==> src/rtl/kvlt_pkg.sv <==
// Shared types and constants for the key/value line tokenizer.
// Depends on nothing; every other file of the block refers to it by scoped names.
package kvlt_pkg;

    // Default sizes handed down from the top level.
    localparam int SPACE_DEPTH = 16;
    localparam int QUEUE_DEPTH = 4;

    // Result kinds as they appear on the kind port.
    localparam logic [2:0] KIND_KEY    = 3'd0;
    localparam logic [2:0] KIND_VALUE  = 3'd1;
    localparam logic [2:0] KIND_PAIR   = 3'd2;
    localparam logic [2:0] KIND_ERROR  = 3'd3;
    localparam logic [2:0] KIND_ACCEPT = 3'd4;

    // Operations passed from the front end to the back end.
    typedef enum logic [1:0] {
        OP_PUSH        = 2'd0,  // store one whitespace byte, no result
        OP_EMIT        = 2'd1,  // one result, marked last
        OP_PAIR_ACCEPT = 2'd2,  // pair end followed by accept
        OP_FLUSH       = 2'd3   // held whitespace, then the value byte
    } op_t;

    typedef struct packed {
        op_t        op;
        logic [2:0] kind;   // kind for OP_EMIT
        logic [7:0] ch;     // byte for OP_EMIT, OP_PUSH and OP_FLUSH
        logic       first;  // OP_PUSH: this byte starts a new whitespace run
    } cmd_t;

endpackage

==> src/rtl/kvlt_front.sv <==
// Front end of the tokenizer: accepts bytes, tracks the line grammar and
// issues commands. Depends on kvlt_pkg for the command type and result kinds.
module kvlt_front #(
    parameter int SPACE_DEPTH = kvlt_pkg::SPACE_DEPTH
) (
    input  logic            clk,
    input  logic            rst_n,
    input  logic            in_valid,
    output logic            in_stall,
    input  logic [7:0]      char_in,
    input  logic            end_marker,
    output logic            cmd_valid,
    output kvlt_pkg::cmd_t  cmd,
    input  logic            queue_full
);

    localparam int CNT_W = $clog2(SPACE_DEPTH + 1);

    localparam logic [7:0] CH_EQUAL = 8'h3D;
    localparam logic [7:0] CH_CR    = 8'h0D;
    localparam logic [7:0] CH_LF    = 8'h0A;

    typedef enum logic [7:0] {
        PH_KEY_START   = 8'b0000_0001,
        PH_KEY         = 8'b0000_0010,
        PH_KEY_END     = 8'b0000_0100,
        PH_VALUE_START = 8'b0000_1000,
        PH_VALUE       = 8'b0001_0000,
        PH_VALUE_WS    = 8'b0010_0000,
        PH_VALUE_END   = 8'b0100_0000,
        PH_ERROR       = 8'b1000_0000
    } phase_t;

    phase_t             phase_reg, phase_next;
    logic [CNT_W-1:0]   count_reg, count_next;
    logic               has_cmd;
    logic               accept;
    logic               ws;
    logic               letter;

    // Whitespace is space plus the control bytes TAB through CR.
    assign ws     = (char_in == 8'h20) || (char_in >= 8'h09 && char_in <= 8'h0D);
    assign letter = (char_in >= 8'h41 && char_in <= 8'h5A) ||
                    (char_in >= 8'h61 && char_in <= 8'h7A);

    assign in_stall  = queue_full;
    assign accept    = in_valid && !queue_full;
    assign cmd_valid = in_valid && has_cmd;

    always_comb
    begin
        phase_next = phase_reg;
        count_next = count_reg;
        has_cmd    = 1'b0;
        cmd.op     = kvlt_pkg::OP_EMIT;
        cmd.kind   = kvlt_pkg::KIND_ERROR;
        cmd.ch     = 8'h00;
        cmd.first  = 1'b0;
        if (end_marker)
        begin
            has_cmd    = 1'b1;
            phase_next = PH_KEY_START;
            count_next = '0;
            case (phase_reg)
                PH_VALUE_START, PH_VALUE, PH_VALUE_WS:
                begin
                    cmd.op = kvlt_pkg::OP_PAIR_ACCEPT;
                end
                PH_KEY_START:
                begin
                    cmd.kind = kvlt_pkg::KIND_ACCEPT;
                end
                default:
                begin
                    cmd.kind = kvlt_pkg::KIND_ERROR;
                end
            endcase
        end
        else
        begin
            case (phase_reg)
                PH_KEY_START:
                begin
                    if (ws)
                    begin
                        has_cmd = 1'b0;
                    end
                    else if (letter)
                    begin
                        has_cmd    = 1'b1;
                        cmd.kind   = kvlt_pkg::KIND_KEY;
                        cmd.ch     = char_in;
                        phase_next = PH_KEY;
                    end
                    else
                    begin
                        has_cmd    = 1'b1;
                        phase_next = PH_ERROR;
                        count_next = '0;
                    end
                end
                PH_KEY:
                begin
                    if (char_in == CH_EQUAL)
                    begin
                        phase_next = PH_VALUE_START;
                    end
                    else if (ws)
                    begin
                        phase_next = PH_KEY_END;
                    end
                    else if (letter)
                    begin
                        has_cmd  = 1'b1;
                        cmd.kind = kvlt_pkg::KIND_KEY;
                        cmd.ch   = char_in;
                    end
                    else
                    begin
                        has_cmd    = 1'b1;
                        phase_next = PH_ERROR;
                        count_next = '0;
                    end
                end
                PH_KEY_END:
                begin
                    if (char_in == CH_EQUAL)
                    begin
                        phase_next = PH_VALUE_START;
                    end
                    else if (!ws)
                    begin
                        has_cmd    = 1'b1;
                        phase_next = PH_ERROR;
                        count_next = '0;
                    end
                end
                PH_VALUE_START:
                begin
                    if (!ws)
                    begin
                        has_cmd    = 1'b1;
                        cmd.kind   = kvlt_pkg::KIND_VALUE;
                        cmd.ch     = char_in;
                        phase_next = PH_VALUE;
                    end
                end
                PH_VALUE:
                begin
                    if (char_in == CH_CR)
                    begin
                        phase_next = PH_VALUE_END;
                    end
                    else if (char_in == CH_LF)
                    begin
                        has_cmd    = 1'b1;
                        cmd.kind   = kvlt_pkg::KIND_PAIR;
                        phase_next = PH_KEY_START;
                        count_next = '0;
                    end
                    else if (ws)
                    begin
                        // A new run always fits, since the buffer holds at least one byte.
                        has_cmd    = 1'b1;
                        cmd.op     = kvlt_pkg::OP_PUSH;
                        cmd.ch     = char_in;
                        cmd.first  = 1'b1;
                        count_next = CNT_W'(1);
                        phase_next = PH_VALUE_WS;
                    end
                    else
                    begin
                        has_cmd  = 1'b1;
                        cmd.kind = kvlt_pkg::KIND_VALUE;
                        cmd.ch   = char_in;
                    end
                end
                PH_VALUE_WS:
                begin
                    if (char_in == CH_CR)
                    begin
                        count_next = '0;
                        phase_next = PH_VALUE_END;
                    end
                    else if (char_in == CH_LF)
                    begin
                        has_cmd    = 1'b1;
                        cmd.kind   = kvlt_pkg::KIND_PAIR;
                        phase_next = PH_KEY_START;
                        count_next = '0;
                    end
                    else if (ws)
                    begin
                        has_cmd = 1'b1;
                        if (count_reg >= CNT_W'(SPACE_DEPTH))
                        begin
                            phase_next = PH_ERROR;
                            count_next = '0;
                        end
                        else
                        begin
                            cmd.op     = kvlt_pkg::OP_PUSH;
                            cmd.ch     = char_in;
                            count_next = count_reg + CNT_W'(1);
                        end
                    end
                    else
                    begin
                        has_cmd    = 1'b1;
                        cmd.op     = kvlt_pkg::OP_FLUSH;
                        cmd.ch     = char_in;
                        count_next = '0;
                        phase_next = PH_VALUE;
                    end
                end
                PH_VALUE_END:
                begin
                    has_cmd    = 1'b1;
                    count_next = '0;
                    if (char_in == CH_LF)
                    begin
                        cmd.kind   = kvlt_pkg::KIND_PAIR;
                        phase_next = PH_KEY_START;
                    end
                    else
                    begin
                        phase_next = PH_ERROR;
                    end
                end
                default:
                begin
                    has_cmd = 1'b0;
                end
            endcase
        end
    end

    always_ff @(posedge clk or negedge rst_n)
    begin
        if (!rst_n)
        begin
            phase_reg <= PH_KEY_START;
            count_reg <= '0;
        end
        else if (accept)
        begin
            phase_reg <= phase_next;
            count_reg <= count_next;
        end
    end

endmodule

==> src/rtl/kvlt_queue.sv <==
// Short command queue between the tokenizer front end and back end.
// Depends on kvlt_pkg for the command type.
module kvlt_queue #(
    parameter int DEPTH = kvlt_pkg::QUEUE_DEPTH
) (
    input  logic            clk,
    input  logic            rst_n,
    input  logic            push,
    input  kvlt_pkg::cmd_t  push_cmd,
    output logic            full,
    input  logic            pop,
    output logic            head_valid,
    output kvlt_pkg::cmd_t  head_cmd
);

    localparam int PTR_W = $clog2(DEPTH);
    localparam int CNT_W = $clog2(DEPTH + 1);

    kvlt_pkg::cmd_t     slot_reg [DEPTH];
    logic [PTR_W-1:0]   wr_ptr_reg, rd_ptr_reg;
    logic [CNT_W-1:0]   count_reg;
    logic               do_push, do_pop;

    assign full       = (count_reg == CNT_W'(DEPTH));
    assign head_valid = (count_reg != '0);
    assign head_cmd   = slot_reg[rd_ptr_reg];
    assign do_push    = push && !full;
    assign do_pop     = pop && head_valid;

    always_ff @(posedge clk)
    begin
        if (do_push)
        begin
            slot_reg[wr_ptr_reg] <= push_cmd;
        end
    end

    always_ff @(posedge clk or negedge rst_n)
    begin
        if (!rst_n)
        begin
            wr_ptr_reg <= '0;
            rd_ptr_reg <= '0;
            count_reg  <= '0;
        end
        else
        begin
            if (do_push)
            begin
                wr_ptr_reg <= (wr_ptr_reg == PTR_W'(DEPTH - 1)) ? '0 : wr_ptr_reg + PTR_W'(1);
            end
            if (do_pop)
            begin
                rd_ptr_reg <= (rd_ptr_reg == PTR_W'(DEPTH - 1)) ? '0 : rd_ptr_reg + PTR_W'(1);
            end
            if (do_push && !do_pop)
            begin
                count_reg <= count_reg + CNT_W'(1);
            end
            else if (do_pop && !do_push)
            begin
                count_reg <= count_reg - CNT_W'(1);
            end
        end
    end

endmodule

==> src/rtl/kvlt_back.sv <==
// Back end of the tokenizer: executes queued commands, holds the whitespace
// buffer and drives the registered result stage. Depends on kvlt_pkg.
module kvlt_back #(
    parameter int SPACE_DEPTH = kvlt_pkg::SPACE_DEPTH
) (
    input  logic            clk,
    input  logic            rst_n,
    input  logic            head_valid,
    input  kvlt_pkg::cmd_t  head_cmd,
    output logic            pop,
    output logic            out_valid,
    input  logic            out_stall,
    output logic [2:0]      kind,
    output logic [7:0]      char_out,
    output logic            last
);

    localparam int CNT_W = $clog2(SPACE_DEPTH + 1);
    localparam int IDX_W = (SPACE_DEPTH > 1) ? $clog2(SPACE_DEPTH) : 1;

    typedef enum logic [4:0] {
        S_IDLE   = 5'b00001,
        S_SECOND = 5'b00010,
        S_PRIME  = 5'b00100,
        S_FLUSH  = 5'b01000,
        S_TAIL   = 5'b10000
    } state_t;

    state_t             state_reg, state_next;
    logic [7:0]         space_mem [SPACE_DEPTH];
    logic [7:0]         rd_data_reg;
    logic [IDX_W-1:0]   rd_idx_reg, rd_idx_next;
    logic [CNT_W-1:0]   wr_cnt_reg, wr_cnt_next;
    logic [7:0]         tail_reg, tail_next;
    logic               mem_we;
    logic [IDX_W-1:0]   mem_waddr;

    logic               out_valid_reg, out_valid_next;
    logic [2:0]         kind_reg, kind_next;
    logic [7:0]         char_reg, char_next;
    logic               last_reg, last_next;
    logic               load_ok;
    logic               load;

    assign load_ok   = !out_valid_reg || !out_stall;
    assign out_valid = out_valid_reg;
    assign kind      = kind_reg;
    assign char_out  = char_reg;
    assign last      = last_reg;

    always_comb
    begin
        state_next  = state_reg;
        rd_idx_next = rd_idx_reg;
        wr_cnt_next = wr_cnt_reg;
        tail_next   = tail_reg;
        pop         = 1'b0;
        mem_we      = 1'b0;
        mem_waddr   = wr_cnt_reg[IDX_W-1:0];
        load        = 1'b0;
        kind_next   = kvlt_pkg::KIND_ERROR;
        char_next   = 8'h00;
        last_next   = 1'b1;
        case (state_reg)
            S_IDLE:
            begin
                if (head_valid)
                begin
                    case (head_cmd.op)
                        kvlt_pkg::OP_PUSH:
                        begin
                            pop    = 1'b1;
                            mem_we = 1'b1;
                            if (head_cmd.first)
                            begin
                                mem_waddr   = '0;
                                wr_cnt_next = CNT_W'(1);
                            end
                            else
                            begin
                                wr_cnt_next = wr_cnt_reg + CNT_W'(1);
                            end
                        end
                        kvlt_pkg::OP_EMIT:
                        begin
                            if (load_ok)
                            begin
                                pop       = 1'b1;
                                load      = 1'b1;
                                kind_next = head_cmd.kind;
                                char_next = head_cmd.ch;
                            end
                        end
                        kvlt_pkg::OP_PAIR_ACCEPT:
                        begin
                            if (load_ok)
                            begin
                                pop        = 1'b1;
                                load       = 1'b1;
                                kind_next  = kvlt_pkg::KIND_PAIR;
                                last_next  = 1'b0;
                                state_next = S_SECOND;
                            end
                        end
                        default:
                        begin
                            pop         = 1'b1;
                            tail_next   = head_cmd.ch;
                            rd_idx_next = '0;
                            state_next  = S_PRIME;
                        end
                    endcase
                end
            end
            S_SECOND:
            begin
                if (load_ok)
                begin
                    load       = 1'b1;
                    kind_next  = kvlt_pkg::KIND_ACCEPT;
                    state_next = S_IDLE;
                end
            end
            S_PRIME:
            begin
                // The buffer read address settles here; data is valid next cycle.
                state_next = S_FLUSH;
            end
            S_FLUSH:
            begin
                if (load_ok)
                begin
                    load      = 1'b1;
                    kind_next = kvlt_pkg::KIND_VALUE;
                    char_next = rd_data_reg;
                    last_next = 1'b0;
                    if ((CNT_W'(rd_idx_reg) + CNT_W'(1)) == wr_cnt_reg)
                    begin
                        state_next = S_TAIL;
                    end
                    else
                    begin
                        rd_idx_next = rd_idx_reg + IDX_W'(1);
                        state_next  = S_PRIME;
                    end
                end
            end
            S_TAIL:
            begin
                if (load_ok)
                begin
                    load       = 1'b1;
                    kind_next  = kvlt_pkg::KIND_VALUE;
                    char_next  = tail_reg;
                    state_next = S_IDLE;
                end
            end
            default:
            begin
                state_next = S_IDLE;
            end
        endcase
        out_valid_next = load ? 1'b1 : (out_valid_reg && out_stall);
    end

    always_ff @(posedge clk)
    begin
        if (mem_we)
        begin
            space_mem[mem_waddr] <= head_cmd.ch;
        end
        rd_data_reg <= space_mem[rd_idx_reg];
        tail_reg    <= tail_next;
        if (load)
        begin
            kind_reg <= kind_next;
            char_reg <= char_next;
            last_reg <= last_next;
        end
    end

    always_ff @(posedge clk or negedge rst_n)
    begin
        if (!rst_n)
        begin
            state_reg     <= S_IDLE;
            rd_idx_reg    <= '0;
            wr_cnt_reg    <= '0;
            out_valid_reg <= 1'b0;
        end
        else
        begin
            state_reg     <= state_next;
            rd_idx_reg    <= rd_idx_next;
            wr_cnt_reg    <= wr_cnt_next;
            out_valid_reg <= out_valid_next;
        end
    end

endmodule

==> src/rtl/key_value_line_tokenizer_unit.sv <==
// Top level of the key/value line tokenizer: front end, command queue, back end.
// Depends on kvlt_pkg, kvlt_front, kvlt_queue and kvlt_back.
//
// The unit reads text one byte per input transaction and streams out the
// key characters, value characters and pair-end marks of lines of the form
// "key = value", finishing with an accept or an error transaction when a
// transaction with end_marker set arrives. A byte that produces at most one
// result, or none, issues at most one command, so ordinary text flows at one
// byte per clock while the queue has room. The front end decides each byte in
// the cycle it is accepted and hands a command to a four-entry queue; the input
// stalls only while that queue is full. The back end drains the queue: a stored
// whitespace byte is written to the buffer, a single result is loaded into the
// output register, and the end of text after a value loads the pair end and
// then the accept. When a non-space byte follows a run of held whitespace
// bytes, the back end takes the command, replays the run from its buffer with
// one buffer read and one output load per byte and then loads the new byte;
// that burst is what pushes back on the input. Results leave through an output
// register, so the front end keeps accepting bytes while a result waits on
// out_stall. The whitespace buffer holds SPACE_DEPTH bytes; a longer run inside
// a value is an error. After an error, bytes are consumed without results until
// the end marker, after which the unit is back in its reset state.
module key_value_line_tokenizer_unit #(
    parameter int SPACE_DEPTH = kvlt_pkg::SPACE_DEPTH,
    parameter int QUEUE_DEPTH = kvlt_pkg::QUEUE_DEPTH
) (
    input  logic        clk,
    input  logic        rst_n,
    input  logic        in_valid,
    output logic        in_stall,
    input  logic [7:0]  char_in,
    input  logic        end_marker,
    output logic        out_valid,
    input  logic        out_stall,
    output logic [2:0]  kind,
    output logic [7:0]  char_out,
    output logic        last
);

    logic               cmd_valid;
    kvlt_pkg::cmd_t     cmd;
    logic               queue_full;
    logic               head_valid;
    kvlt_pkg::cmd_t     head_cmd;
    logic               pop;

    // Front end: grammar tracking and whitespace run accounting.
    kvlt_front #(
        .SPACE_DEPTH (SPACE_DEPTH)
    ) u_front (
        .clk        (clk),
        .rst_n      (rst_n),
        .in_valid   (in_valid),
        .in_stall   (in_stall),
        .char_in    (char_in),
        .end_marker (end_marker),
        .cmd_valid  (cmd_valid),
        .cmd        (cmd),
        .queue_full (queue_full)
    );

    // Decoupling queue; commands keep byte order.
    kvlt_queue #(
        .DEPTH (QUEUE_DEPTH)
    ) u_queue (
        .clk        (clk),
        .rst_n      (rst_n),
        .push       (cmd_valid),
        .push_cmd   (cmd),
        .full       (queue_full),
        .pop        (pop),
        .head_valid (head_valid),
        .head_cmd   (head_cmd)
    );

    // Back end: whitespace buffer, replay sequencer and output register.
    kvlt_back #(
        .SPACE_DEPTH (SPACE_DEPTH)
    ) u_back (
        .clk        (clk),
        .rst_n      (rst_n),
        .head_valid (head_valid),
        .head_cmd   (head_cmd),
        .pop        (pop),
        .out_valid  (out_valid),
        .out_stall  (out_stall),
        .kind       (kind),
        .char_out   (char_out),
        .last       (last)
    );

    // Accept and error results always close the results of their byte.
    a_final_is_last: assert property (@(posedge clk) disable iff (!rst_n)
        (out_valid && (kind == kvlt_pkg::KIND_ERROR || kind == kvlt_pkg::KIND_ACCEPT))
        |-> last)
        else $error("accept or error result not marked last");

    // Only key and value results carry a character.
    a_char_zero: assert property (@(posedge clk) disable iff (!rst_n)
        (out_valid && kind != kvlt_pkg::KIND_KEY && kind != kvlt_pkg::KIND_VALUE)
        |-> (char_out == 8'h00))
        else $error("non-character result carries a character");

    // A pair end that is not last must be followed by the accept of the end marker.
    a_pair_then_accept: assert property (@(posedge clk) disable iff (!rst_n)
        (out_valid && !out_stall && kind == kvlt_pkg::KIND_PAIR && !last)
        |=> (out_valid && kind == kvlt_pkg::KIND_ACCEPT))
        else $error("pair end at end of text not followed by accept");

endmodule

==> config.mk <==
export PLATFORM = sky130hd
export DESIGN_NAME = key_value_line_tokenizer_unit
export DESIGN_NICKNAME = d
export VERILOG_FILES = /design/src/rtl/kvlt_pkg.sv /design/src/rtl/kvlt_front.sv /design/src/rtl/kvlt_queue.sv /design/src/rtl/kvlt_back.sv /design/src/rtl/key_value_line_tokenizer_unit.sv
export SDC_FILE = /design/constraint.sdc
export NUM_CORES = 1
export LEC_CHECK = 0
export ABC_AREA = 1
export BUFFER_PORTS_ARGS = -buffer_cell sky130_fd_sc_hd__buf_4
export CAP_MARGIN = 20
export CELL_PAD_IN_SITES_DETAIL_PLACEMENT = 2
export CELL_PAD_IN_SITES_GLOBAL_PLACEMENT = 2
export CORE_MARGIN = 5
export CORE_UTILIZATION = 45
export DETAILED_ROUTE_END_ITERATION = 10
export GPL_TIMING_DRIVEN = 0
export PLACE_DENSITY = 0.86
export SYNTH_ARGS = -nofsm -noshare
export SYNTH_HDL_FRONTEND = slang
export SYNTH_SLANG_ARGS = --single-unit
export TNS_END_PERCENT = 100
==> constraint.sdc <==
create_clock -name clk -period 7.2 [get_ports clk]
set_input_delay 1.08 -clock clk [delete_from_list [all_inputs] [get_ports clk]]
set_output_delay 1.08 -clock clk [all_outputs]
set_load 0.03 [all_outputs]
======== After elaboration in Yosys (flattened, before gate mapping) ========
Memory sizes are Yosys's and may differ from the RTL's. A register that Yosys moved wholly into a read port is not among the register bits.
Cells that the tools add are included.
storage, ports and cells
  register bits after elaboration ......... 55
  memory bits (writable) .................. 184
  bits of input ports ..................... 13
  output and inout port bits .............. 14
  logic and storage cells ................. 228
  memories ................................ 2
memories
  name              depth  bits a word  rd ports  clocked after memory_dff  wr ports  line              source
  u_back.space_mem  16     8            1         1                         1         kvlt_back.sv:30   logic [7:0] space_mem [SPACE_DEPTH];
  u_queue.slot_reg  4      14           1         0                         1         kvlt_queue.sv:19  kvlt_pkg::cmd_t slot_reg [DEPTH];
operators by class
  add/subtract/negate cells ............... 8
  $lt $le $gt $ge ......................... 7
  eq/ne operators ......................... 40
  multiplexer cells ....................... 117
  bitwise operators ....................... 1
  reduce and logical (&&, ||, !) cells .... 40
operators with widths
  cell                                                 count
  two-way mux 8 bit                                    25
  two-way mux 5 bit                                    20
  one-hot mux 8 bit (7 select lines)                   1
  one-hot mux 8 bit (5 select lines)                   1
  two-way mux 4 bit                                    8
  one-hot mux 5 bit (6 select lines)                   1
  two-way mux 1 bit                                    27
  equality test 8 x 4 -> 1 bit, second input constant  3
  equality test 8 x 6 -> 1 bit, second input constant  3
  one-hot mux 8 bit (3 select lines)                   1
  two-way mux 11 bit                                   2
  two-way mux 10 bit                                   2
  one-hot mux 5 bit (4 select lines)                   1
  two-way mux 2 bit                                    9
  two-way mux 3 bit                                    6
  two-way mux 9 bit                                    2
  inequality test 3 bit, second input constant         6
  one-hot mux 3 bit (6 select lines)                   1
  >= comparator 8 x 7 -> 1 bit, second input constant  2
  <= comparator 8 x 7 -> 1 bit, second input constant  2
  two-way mux 14 bit                                   1
  OR reduction 2 bit                                   7
  two-way mux 13 bit                                   1
  adder 5 x 1 -> 5 bit, second input constant          2
  51 further kinds                                     79

======== Longest topological paths before layout ========
  depth in word-level cells ............... 13
  gate-level depth with buffers ........... 17

======== By module ========
A second synthesis with hierarchy kept.
second synthesis, totals
  cells, all modules ...................... 1,172
  area, all modules ....................... 11,823.8 um2
by module, submodules not included
  module      instances  cells each  area each (um2)  seq. area each (um2)
  kvlt_back   1          641         7,292.0          4,981.0
  kvlt_queue  1          223         2,796.4          1,856.8
  kvlt_front  1          308         1,735.4          326.6

======== Least setup slack after synthesis ========
No wires, ideal clock.
  path kind ............................... input-to-reg
  from .................................... input char_in[3]
  to ...................................... register u_queue.count_reg[2]
  setup time .............................. 124 ps
  arrival time ............................ 2,861 ps
  required time ........................... 7,076 ps
  slack ................................... 4,215 ps
  stages on the path ...................... 17
  path through ............................ buf_4 nand2_2 nor2_2 nor2_1 nand2_1 nand2_2 inv_2 nand2_1 nand3_1 nand2_2 inv_2 ha_1 inv_1 fa_1 a21oi_1 o21ai_0 xnor2_1
on the way
  cells in the longest elaborated chain, start to end .. 12
RTL lines
  what                                                                          line                                  source
  from (decl)                                                                   key_value_line_tokenizer_unit.sv:30   input logic [7:0] char_in,
  >= comparator 8 x 4 -> 1 bit or <= comparator 8 x 4 -> 1 bit (tied branches)  kvlt_front.sv:42                      assign ws = (char_in == 8'h20) || (char_in >= 8'h09 && char_in <= 8'h0D);
  logical AND 1 bit                                                             kvlt_front.sv:42
  logical OR 1 bit                                                              kvlt_front.sv:42
  two-way mux 1 bit                                                             kvlt_front.sv:131, kvlt_front.sv:140
  two-way mux 1 bit                                                             kvlt_front.sv:127                     if (char_in == CH_EQUAL)
  one-hot mux 1 bit (4 select lines) *                                          kvlt_front.sv:81                      case (phase_reg)
  two-way mux 1 bit *                                                           kvlt_front.sv:59                      if (end_marker)
  logical AND 1 bit *                                                           kvlt_front.sv:48                      assign cmd_valid = in_valid && has_cmd;
  logical AND 1 bit *                                                           kvlt_queue.sv:27                      assign do_push = push && !full;
  via u_queue.do_push                                                           kvlt_queue.sv:22                      logic do_push, do_pop;
  logical NOT 1 bit                                                             kvlt_queue.sv:60                      else if (do_pop && !do_push)
  logical AND 1 bit                                                             kvlt_queue.sv:60
  nonzero test 2 bit (no source line)                                           -
  to (signal assigned)                                                          kvlt_queue.sv:58                      count_reg <= count_reg + CNT_W'(1);
  to (signal assigned)                                                          kvlt_queue.sv:62                      count_reg <= count_reg - CNT_W'(1);
  to (decl)                                                                     kvlt_queue.sv:21                      logic [CNT_W-1:0] count_reg;
Mark *: on every way through the listed nets, which the timed path passes. The rest lies on a longest branch.
A chain may end at the register's enable or synchronous reset.

======== Worst setup path after layout ========
  from .................................... register u_queue.rd_ptr_reg[0]
  to ...................................... memory u_back.space_mem[4][0], enable pin
on the way
  cells in the longest elaborated chain, start to end .. 7
RTL lines
  what                                     line              source
  from (decl)                              kvlt_queue.sv:20  logic [PTR_W-1:0] wr_ptr_reg, rd_ptr_reg;
  from (signal assigned)                   kvlt_queue.sv:54  rd_ptr_reg <= (rd_ptr_reg == PTR_W'(DEPTH - 1)) ? '0 : rd_ptr_reg + PTR_W'(1);
  memory (4 x 14 bit) *                    -
  logical NOT 2 bit                        kvlt_back.sv:69   case (head_cmd.op)
  two-way mux 1 bit                        kvlt_back.sv:69
  two-way mux 1 bit                        kvlt_back.sv:67   if (head_valid)
  two-way mux 1 bit                        kvlt_back.sv:64   case (state_reg)
  two-way mux 1 bit                        kvlt_back.sv:168  if (mem_we)
  two-way mux 1 bit (implied by the code)  kvlt_back.sv:170  space_mem[mem_waddr] <= head_cmd.ch;
  to (decl)                                kvlt_back.sv:30
Mark *: on every way between the ends. The rest lies on a longest branch, timed or not.

==> results.tsv <==
metric	value	unit
pwr-share-clk	0.278	
max_cap_violations	0	
cpLargestDelayFamily	simple AND/OR/NAND/NOR gates	
synth_most_common_cell	nand2_1	
fmax	0.2276	GHz
synth_seq_cells	247	
cp_data_arrival_time	4.56	ns
synth_compound_area_frac	0.09228	
post_synth.cell_area_avg	10.48	um^2
timing.final.hold_violations	0	
cp_slowest_cell	nor2_1	
io_pins	27	
yosys_most_used_dff	edfxtp_1	
cts-hold-fix-buffers	0	
clock-root-buffer	clkbuf_16	
hp-class	in -> async	
r2r_cells	11	
largest_reg_flops	128	
cts.sinks	247	
finish.instance_area	12940	um^2
synthSimpleGateAreaFrac	0.2019	
fillers	2395	
coreArea	24460	um^2
grt_pass1_vias	10130	
synth_top_area_cell	edfxtp_1	
path_clk_slew	0.07	ns
placed_area	11980	um^2
startpoint_type	flip-flop	
worstMarginPinSlew	1.197	ns
setup_tns	0	ns
dr.pass1.iters	7	
grt_start_max_net_pins	36	
gr-usage-all-layers	0.3283	
slew_headroom	0.2018	
rsz0062_at_grt	no	
worst-path-stages	11	
seq_area_frac_synth	0.6366	
syn_inst	1074	
dieHeight	168.1	um
synth-edff-count	204	
wl_per_cell	31.58	um
diodes	0	
post-cts-setup-buffer-count	0	
path_class	reg -> reg	
crit_chain	buf_2, clkbuf_1, nand2_1, a32oi_1, inv_1, ha_1, nand2_4, nor2_2, nor2_1, nand2_1, nor2_1	
critPathCaptureType	flip-flop	
crit_required	7.36	ns
synth_top_family_by_area	simple AND/OR/NAND/NOR gates	
port_buffers	25	
fp.dieArea	28270	um^2
worst_hold_slack	0.5323	ns
setup_viol	0	
yosys_warnings	0	
cp_max_fo	10	
async_reset_ff_frac	0.1417	
grt_overflow	0	
worst_path_largest_cell_delay	0.83	ns
start_util	0.4600	
drive_above_1_share	0.1427	
clockBufferDepth	3	
netSwitchingFraction	0.4041	
ys_top_cells_by_count	nand2_1, edfxtp_1, nor2_1	
yosysTopAreaCellShare	0.5444	
multi_input_area	3608	um^2
power_density	432.4	nW/um^2
p_leak	5.058	nW
via_per_inst	6.248	
p_int	0.003334	W
gp_congestion	0.8434	
synth_xor_area_frac	0.004670	
first_iter_violations	994	
cts_buffers	27	
yosysUniqueCellTypes	55	
syn-cell-area	11250	um^2
combPwrFrac	0.346	
switchingPower	0.002261	W
ctsResizeCount	0	
clock_latency	0.56	ns
synthToLayoutAreaGrowth	14.99	%
synthMuxAreaShare	0	
dp_hpwl	30.08	mm
post-route-drc-count	0	
grt_pass1_wl	69.43	mm
synthAdderAreaFrac	0.01734	
final_antenna_net_count	0	
fin_worst_skew	0.01970	ns
wl	46.74	mm
critPathBufInv	3	
ff_latch_area	7164	um^2
cts-htree-levels	1	
nets	1164	
antenna_found_initial	0	
status	completed	
num_vias	9247	
syn_nets	1102	
rows	57	
ys_top_cells_by_area	edfxtp_1, nand2_1, dfrtp_1	
fin_crit_sh	0.6102	
die_w	168.1	um
seqPwrFrac	0.377	
maxSlewViolCount	0	
cts_tree	built	
peakVddDrop	204.4	uV
min_period	4.394	ns
## logic make-up (layout without fill, tap and decap cells)
group | count (synthesis) | count (layout)
compound gates | 177 | 177
xor+xnor | 6 | 6
fa+ha+maj | 15 | 15
buf+inv | 126 | 208
flops | 247 | 247
simple gates | 503 | 503
## final timing paths
path | slack, ns | from | end
worst max-delay path | 2.81 | u_queue.rd_ptr_reg[0]$_DFFE_PN0P_ | u_back.space_mem[4][0]$_DFFE_PP_
min in group clk | 0.55 | u_front.phase_reg[0]$_DFFE_PN1P_ | u_front.phase_reg[0]$_DFFE_PN1P_
worst min register to register | 0.55 | u_front.phase_reg[0]$_DFFE_PN1P_ | u_front.phase_reg[0]$_DFFE_PN1P_
worst max register to register | 2.81 | u_queue.rd_ptr_reg[0]$_DFFE_PN0P_ | u_back.space_mem[4][0]$_DFFE_PP_
worst min-delay path | 0.53 | rst_n | u_back.wr_cnt_reg[0]$_DFFE_PN0P_
max in group asynchronous | 6.25 | rst_n | u_front.phase_reg[2]$_DFFE_PN0P_
## area by class of cell
type,instances,area share
repair buffers,33,0.02176
clock buffers,30,0.05308
inverters,91,0.02659
well taps,324,0.03133
clock inverters,19,0.02031
flip-flops and latches,247,0.5537
plain buffers,35,0.01441
multi-input cells,701,0.2789
## power by group through the flow
stage                     Sequential [W]  Clock [W]  Combinational [W]
final                            0.00211    0.00155            0.00193
after CTS                        0.00210    0.00155            0.00189
after floorplan                  0.00214          0           0.000948
after detailed placement         0.00212          0            0.00180
after global routing             0.00212    0.00161            0.00203
after global placement           0.00210          0            0.00154
## worst reg2reg max path: cells and delay by family, from the launching register on
| kind | cells | cell delay [ns] |
|---|---|---|
| AND/OR/NAND/NOR | 6 | 1.63 |
| buffers and inverters | 3 | 0.98 |
| AO/OA/AOI/OAI | 1 | 0.62 |
| flip-flops | 1 | 0.44 |
| adder cells (fa/ha/maj) | 1 | 0.33 |
## metrics by stage
step	std cells	utilization	setup slack [ns]	total power [W]
finish	1480	0.5290	2.806	0.005595
floorplan	1074	-	4.215	0.003092
global placement	1423	0.4843	3.471	0.003639
global route	1480	0.5290	2.629	0.005757
CTS	1479	0.5285	2.892	0.005550
detailed placement	1430	0.4897	3.157	0.003916
## layer usage
layer  track usage  share of wire
met5             0              0
met4        0.1299          0.046
met3       0.04900          0.067
met2        0.5718           0.50
met1        0.4128           0.39
## cell usage in the layout (no fill, tap or decap), types with 6 or more instances in the layout
master,instances
clkinv_2,8
nor2_1,128
buf_6,6
dfrtp_1,33
a31oi_1,8
buf_2,8
o22ai_1,10
a221oi_1,8
edfxtp_1,204
nor2_2,9
o21ai_1,6
nand2_2,11
nand3_1,54
clkbuf_16,27
bufinv_16,6
a21oi_1,35
nor2_4,6
nor3_1,6
dfxtp_1,8
inv_2,10
nand4_1,18
ha_1,14
inv_1,79
o22ai_2,8
o21ai_0,77
buf_4,29
o21ai_2,7
nand2_1,250
clkbuf_1,22
Note: power is estimated with default switching activity, not from simulation.
